### src/rtl/core/tfsf_mul.sv
`timescale 1ns / 1ps
`default_nettype none
// ----------------------------------------------------------------------------
// tfsf_mul
// Registered fixed-point multiply: round half away from zero, saturate.
// ----------------------------------------------------------------------------
module tfsf_mul #(
    parameter int DW = 32,
    parameter int FB = 16
) (
    input  wire logic                 aclk,
    input  wire logic                 en,
    input  wire logic signed [DW-1:0] a,
    input  wire logic signed [DW-1:0] b,
    output logic signed [DW-1:0]      p_reg,
    output logic                      c_reg
);
    localparam int PW = 2 * DW + 1;
    logic signed [PW-1:0] prod;
    logic        [PW-1:0] m, r;
    logic        [PW-1:0] lim;
    logic                 neg;
    logic signed [DW-1:0] p_next;
    logic                 c_next;

    // Form magnitude, round, shift, and clamp
    always_comb begin
        prod = PW'(a) * PW'(b);
        neg  = prod[PW-1];
        m    = neg ? PW'(-prod) : PW'(prod);
        r    = (m + (PW'(1) << (FB - 1))) >> FB;
        lim  = (PW'(1) << (DW - 1)) - PW'(neg ? 0 : 1);
        if (r > lim) begin
            c_next = 1'b1;
            p_next = neg ? {1'b1, {(DW-1){1'b0}}} : {1'b0, {(DW-1){1'b1}}};
        end else begin
            c_next = 1'b0;
            p_next = neg ? DW'(-r) : DW'(r);
        end
    end

    always_ff @(posedge aclk) begin
        if (en) begin
            p_reg <= p_next;
            c_reg <= c_next;
        end
    end
endmodule
`default_nettype wire

### config.mk
export PLATFORM = sky130hd
export DESIGN_NAME = tfsf_mul
export DESIGN_NICKNAME = d
export VERILOG_FILES = /design/src/rtl/core/tfsf_mul.sv
export SDC_FILE = /design/constraint.sdc
export NUM_CORES = 2
export LEC_CHECK = 0
export CORE_ASPECT_RATIO = 0.6
export CORE_MARGIN = 2
export CORE_UTILIZATION = 35
export DETAILED_ROUTE_END_ITERATION = 8
export DONT_BUFFER_PORTS = 1
export PLACE_DENSITY = 0.51
export SLEW_MARGIN = 30
export SYNTH_ARGS = -nofsm -noshare
export SYNTH_HDL_FRONTEND = slang
export SYNTH_SLANG_ARGS = --single-unit
### constraint.sdc
create_clock -name aclk -period 27.6 [get_ports aclk]
set_input_delay 1.38 -clock aclk [delete_from_list [all_inputs] [get_ports aclk]]
set_output_delay 1.38 -clock aclk [all_outputs]
set_load 0.01 [all_outputs]
# Word level (Yosys, flattened, before mapping)
# Index checks and enable logic that the tools add are counted.
word_totals:
  wordCells: 14
  ff_bits: 33
  out_inout_bits: 33
classes:
  multipliers: 1
  muxes: 6
  addsub: 4
  magnitude_cmp: 1
op_table:
  columns: ["operator", "n"]
  rows:
  - ["$mux 32", 3]
  - ["$add 65x16->65 const B", 1]
  - ["$gt 49x65->1", 1]
  - ["$mux 65", 1]
  - ["$neg 64->65", 1]
  - ["$mul 32x32->64", 1]
  - ["$sub 32x1->33 const A", 1]
  - ["$neg 32->32", 1]
  - ["$mux 1", 2]

# Longest topological paths before layout
logic_depth:
  depth_word: 7
  ltp_mapped: 62
  depth_no_buf: 49

# Worst setup path before layout
# No wires, ideal clock.
synth_timing:
  kind: "input port to flip-flop"
  from: "in b[2]"
  to: "reg p_reg[31], data pin"
  setup_slack_ps: 12226
  path_stages: 59
  t_required_ps: 27346
  n_path_buf: 13
  t_arrival_ps: 15120
  cell_sequence: "clkbuf_1 nand2_1 inv_1 fa_1 fa_1 fa_1 inv_1 fa_1 inv_1 fa_1 fa_1 inv_1 fa_1 inv_1 fa_1 ha_1 clkbuf_1 a21oi_1 (+23 left out) ha_1 o21a_1 o21a_1 o21a_1 o21a_1 o21a_1 o21a_1 o21ai_0 a21oi_1 o31a_1 o21ai_0 nand4_1 nor4_1 nand4b_1 or3_1 buf_2 buf_6 o21a_1"
synth_between:
  elab_chain_cells: 7
synth_rtl:
  columns: ["item", "line", "text"]
  rows:
  - ["start, declared", "14", "input wire logic signed [DW-1:0] b,"]
  - ["$mul 32x32->64 (*)", "28", "prod = PW'(a) * PW'(b);"]
  - ["$neg 64->65", "30", "m = neg ? PW'(-prod) : PW'(prod);"]
  - ["$mux 65", "30", null]
  - ["$add 65x16->65", "31", "r = (m + (PW'(1) << (FB - 1))) >> FB;"]
  - ["$neg 32->32", "38", "p_next = neg ? DW'(-r) : DW'(r);"]
  - ["$mux 32", "38", null]
  - ["$mux 32 (*)", "33", "if (r > lim) begin"]
  - ["net p_next[31]", "23", "logic signed [DW-1:0] p_next;"]
  - ["end signal, assigned", "44", "p_reg <= p_next;"]
  - ["end, declared", "15", "output logic signed [DW-1:0] p_reg,"]
# The timed path passes the listed nets; every way through them passes the cells marked *.
# A chain may end at the register's enable or synchronous reset.

# Worst setup path in the final report
layout_timing:
  from: "in a[31]"
  to: "reg p_reg[31], data pin"
layout_between:
  elab_chain_cells: 7
layout_rtl:
  columns: ["item", "line", "text"]
  rows:
  - ["start, declared", "13", "input wire logic signed [DW-1:0] a,"]
  - ["$mul 32x32->64 (*)", "28", null]
  - ["$neg 64->65", "30", null]
  - ["$mux 65", "30", null]
  - ["$add 65x16->65", "31", null]
  - ["$neg 32->32", "38", null]
  - ["$mux 32", "38", null]
  - ["$mux 32 (*)", "33", null]
  - ["net p_next[31]", "23", null]
# Marks and branches as above.

==> results.md <==
* FMAX at 63.14 MHz
* Cells taking the most area after synthesis: sky130_fd_sc_hd__fa_1 49%, sky130_fd_sc_hd__inv_1 9.1%, sky130_fd_sc_hd__and2_1 8.1%
* Setup TNS at 0 ns
* Standard-cell row count at 101
* Final-stage net count at 6134
* Required time of the critical path at 27.63 ns
* Minimum setup slack in the final design at 11.76 ns
* Antenna violations before repair at 8
* Clock buffers created by TritonCTS at 5
* Core footprint at 126500 µm²
* Commonest non-fill, non-tap cell in the layout: sky130_fd_sc_hd__inv_1
* Setup fix buffers added after clock tree synthesis at 0
* Cts-stage hold buffer count at 0
* Path type of the worst setup path: primary input to flop
* FILL cells at 12950
* Commonest cells after routing, fill and taps aside: 1082 x sky130_fd_sc_hd__inv_1, 1081 x sky130_fd_sc_hd__fa_1, 578 x sky130_fd_sc_hd__and2_1, 550 x sky130_fd_sc_hd__nand2_1, 218 x sky130_fd_sc_hd__ha_1
* Ports at 99
* DRC violations left at 0
* Die area at 130300 µm²
* Final worst path period need at 15.84 ns
* Vias after detailed routing at 33230
* Crit end category: flop
* Most used cell, CP: sky130_fd_sc_hd__fa_1
* Post-synthesis to final-layout area growth at 2.750%
* Number of distinct library cell variants in the gate-level netlist after synthesis at 118
* Number of slew-limit violations in the final report at 0
* TritonCTS clock tree: done
* DP Wirelength at 107200 µm
* Yosys top cell area share at 48.59%
* Maximum root-to-sink buffer count at 2
* Number of antenna-violating nets in the routed design at 0
* Vertical die dimension at 280.5 µm
* Area taken by multi-input logic gates at 38380 µm²
* Cell type contributing the most total cell area after synthesis: sky130_fd_sc_hd__fa_1
* Number of buffers and inverters on the critical path at 9
* Synth Cell Area at 44580 µm²
* Critical path startpoint category: primary input
* Routed len/inst at 20.09 µm
* Path class of the lowest-slack min-delay path: primary input to flop
* FF+latch count, synth at 33
* Run status: finished clean
* RSZ-0062 raised after global routing: no
* Largest register FFs at 32
* Cell with the biggest individual delay on the critical path: sky130_fd_sc_hd__fa_1
* CP Max Fanout at 79
* GR Util All Layers at 20.58%
* Critical Path AT at 15.87 ns
* Main synth FF type: sky130_fd_sc_hd__edfxtp_1
* Setup Viol. Count Final at 0
* Post-synth EDFFs at 33
* Total congestion overflow at 0
* Starting density of the core at 35.24%
* Length of the first detailed-routing pass in iterations at 6
* CTS Root Cell: sky130_fd_sc_hd__clkbuf_16
* Final estimated routing congestion in global placement at 0.8988
* Maximum number of pins on one net before global-route repair at 93
* Synth warn at 0
* Proportion of synthesized chip area in sequential cells at 2.223%
* Fin util at 36.21%
* Post-Place Worst Slack at 11.69 ns
* Number of nets produced by synthesis at 6399
* CTS sink cnt at 33
* Post-synthesis cell count at 5033
* Post-CTS resize count at 0
* Final Hold Fails at 0
* Clk slew on worst S/H paths at 0.05 ns
* Maxcap violations at 0
* Stage delay of the slowest cell on the critical path at 1.07 ns
* Via count of the first global-routing pass at 36050
* Total number of H-tree levels at 2
* Transition at the pin with the smallest max-transition slack at 0.9431 ns
* Worst-case headroom to the max-slew limit at 36.79%
* Number of input and output port buffers inserted at 0
* Post-detailed-route via-to-cell ratio at 5.136
* Mean area per synthesized cell at 8.858 µm²
* Share of the clock period used by the worst path at 57.38%
* Die extent in x at 464.8 µm
* Total wire length after detailed routing at 130000 µm
* Largest delay contributor family on the critical path: adder cells
* Register area at 991.0 µm²
* Share of flip-flops with an asynchronous set or reset after synthesis at 0%
* Fraction of layout instances using a drive strength above 1 at 2.370%
* Global-route wire length before repair at 212300 µm
* Number of DRC markers after the initial detailed-route iteration at 2434
==> final timing paths <==
path               from         to  cells after the start
setup / recovery  a[31]  p_reg[31]                     43
hold / removal       en   p_reg[2]                      0
==> synth_stat cells, types with 19 or more instances <==
cell,instances
sky130_fd_sc_hd__fa_1,1082
sky130_fd_sc_hd__inv_1,1082
sky130_fd_sc_hd__and2_1,578
sky130_fd_sc_hd__nand2_1,550
sky130_fd_sc_hd__clkbuf_1,233
sky130_fd_sc_hd__ha_1,218
sky130_fd_sc_hd__nor2_1,160
sky130_fd_sc_hd__a21oi_1,104
sky130_fd_sc_hd__xnor2_1,86
sky130_fd_sc_hd__o21ai_0,57
sky130_fd_sc_hd__nor3_1,52
sky130_fd_sc_hd__nand3_1,50
sky130_fd_sc_hd__nand4_1,46
sky130_fd_sc_hd__nor4_1,46
sky130_fd_sc_hd__a21o_1,36
sky130_fd_sc_hd__mux2i_1,36
sky130_fd_sc_hd__edfxtp_1,33
sky130_fd_sc_hd__xor2_1,33
sky130_fd_sc_hd__buf_2,32
sky130_fd_sc_hd__and3_1,30
sky130_fd_sc_hd__a211oi_1,23
sky130_fd_sc_hd__nand2b_1,23
sky130_fd_sc_hd__a31oi_1,22
sky130_fd_sc_hd__o211ai_1,21
sky130_fd_sc_hd__o22ai_1,21
sky130_fd_sc_hd__or3_1,21
sky130_fd_sc_hd__o21a_1,19
==> cell type report <==
class | count | share of cell area (%)
Antenna cell | 3 | 0.01639
Clock inverter | 2 | 0.02458
Timing Repair Buffer | 13 | 0.2212
Inverter | 1083 | 8.877
Tap cell | 1699 | 4.641
Multi-Input combinational cell | 3632 | 83.78
Clock buffer | 5 | 0.2731
Sequential cell | 33 | 2.163
==> kinds of logic after synthesis <==
logic type      after synthesis  share of synthesized area (%)
simple gates               1656                          19.57
buf+inv                    1368                          11.73
fa+ha+maj                  1300                          54.70
compound gates              515                          8.473
xor+xnor                    119                          2.338
mux                          42                         0.9598
flops                        33                          2.223
==> layer usage <==
metal | share of wire, % | vias up | GRT usage [%]
met1 | 51 | 17320 | 32.65
met3 | 6.8 | 48 | 2.961
met4 | 0.64 | 0 | 1.332
met5 | 0 | - | 0
li1 | - | 14910 | -
met2 | 41 | 955 | 30.58
==> through the flow <==
stage | cells | instance area (µm²) | hold slack, ns
5_1_grt | 6467 | 45800 | 1.201
2_1_floorplan | 5033 | 44580 | 1.493
4_1_cts | 6467 | 45790 | 1.204
3_3_place_gp | 6460 | 45640 | 1.495
6_report | 6470 | 45810 | 1.214
3_5_place_dp | 6460 | 45650 | 1.494
Power is not shown: default switching activity piles up to over one toggle a cycle in this logic, so the estimate is an artifact.
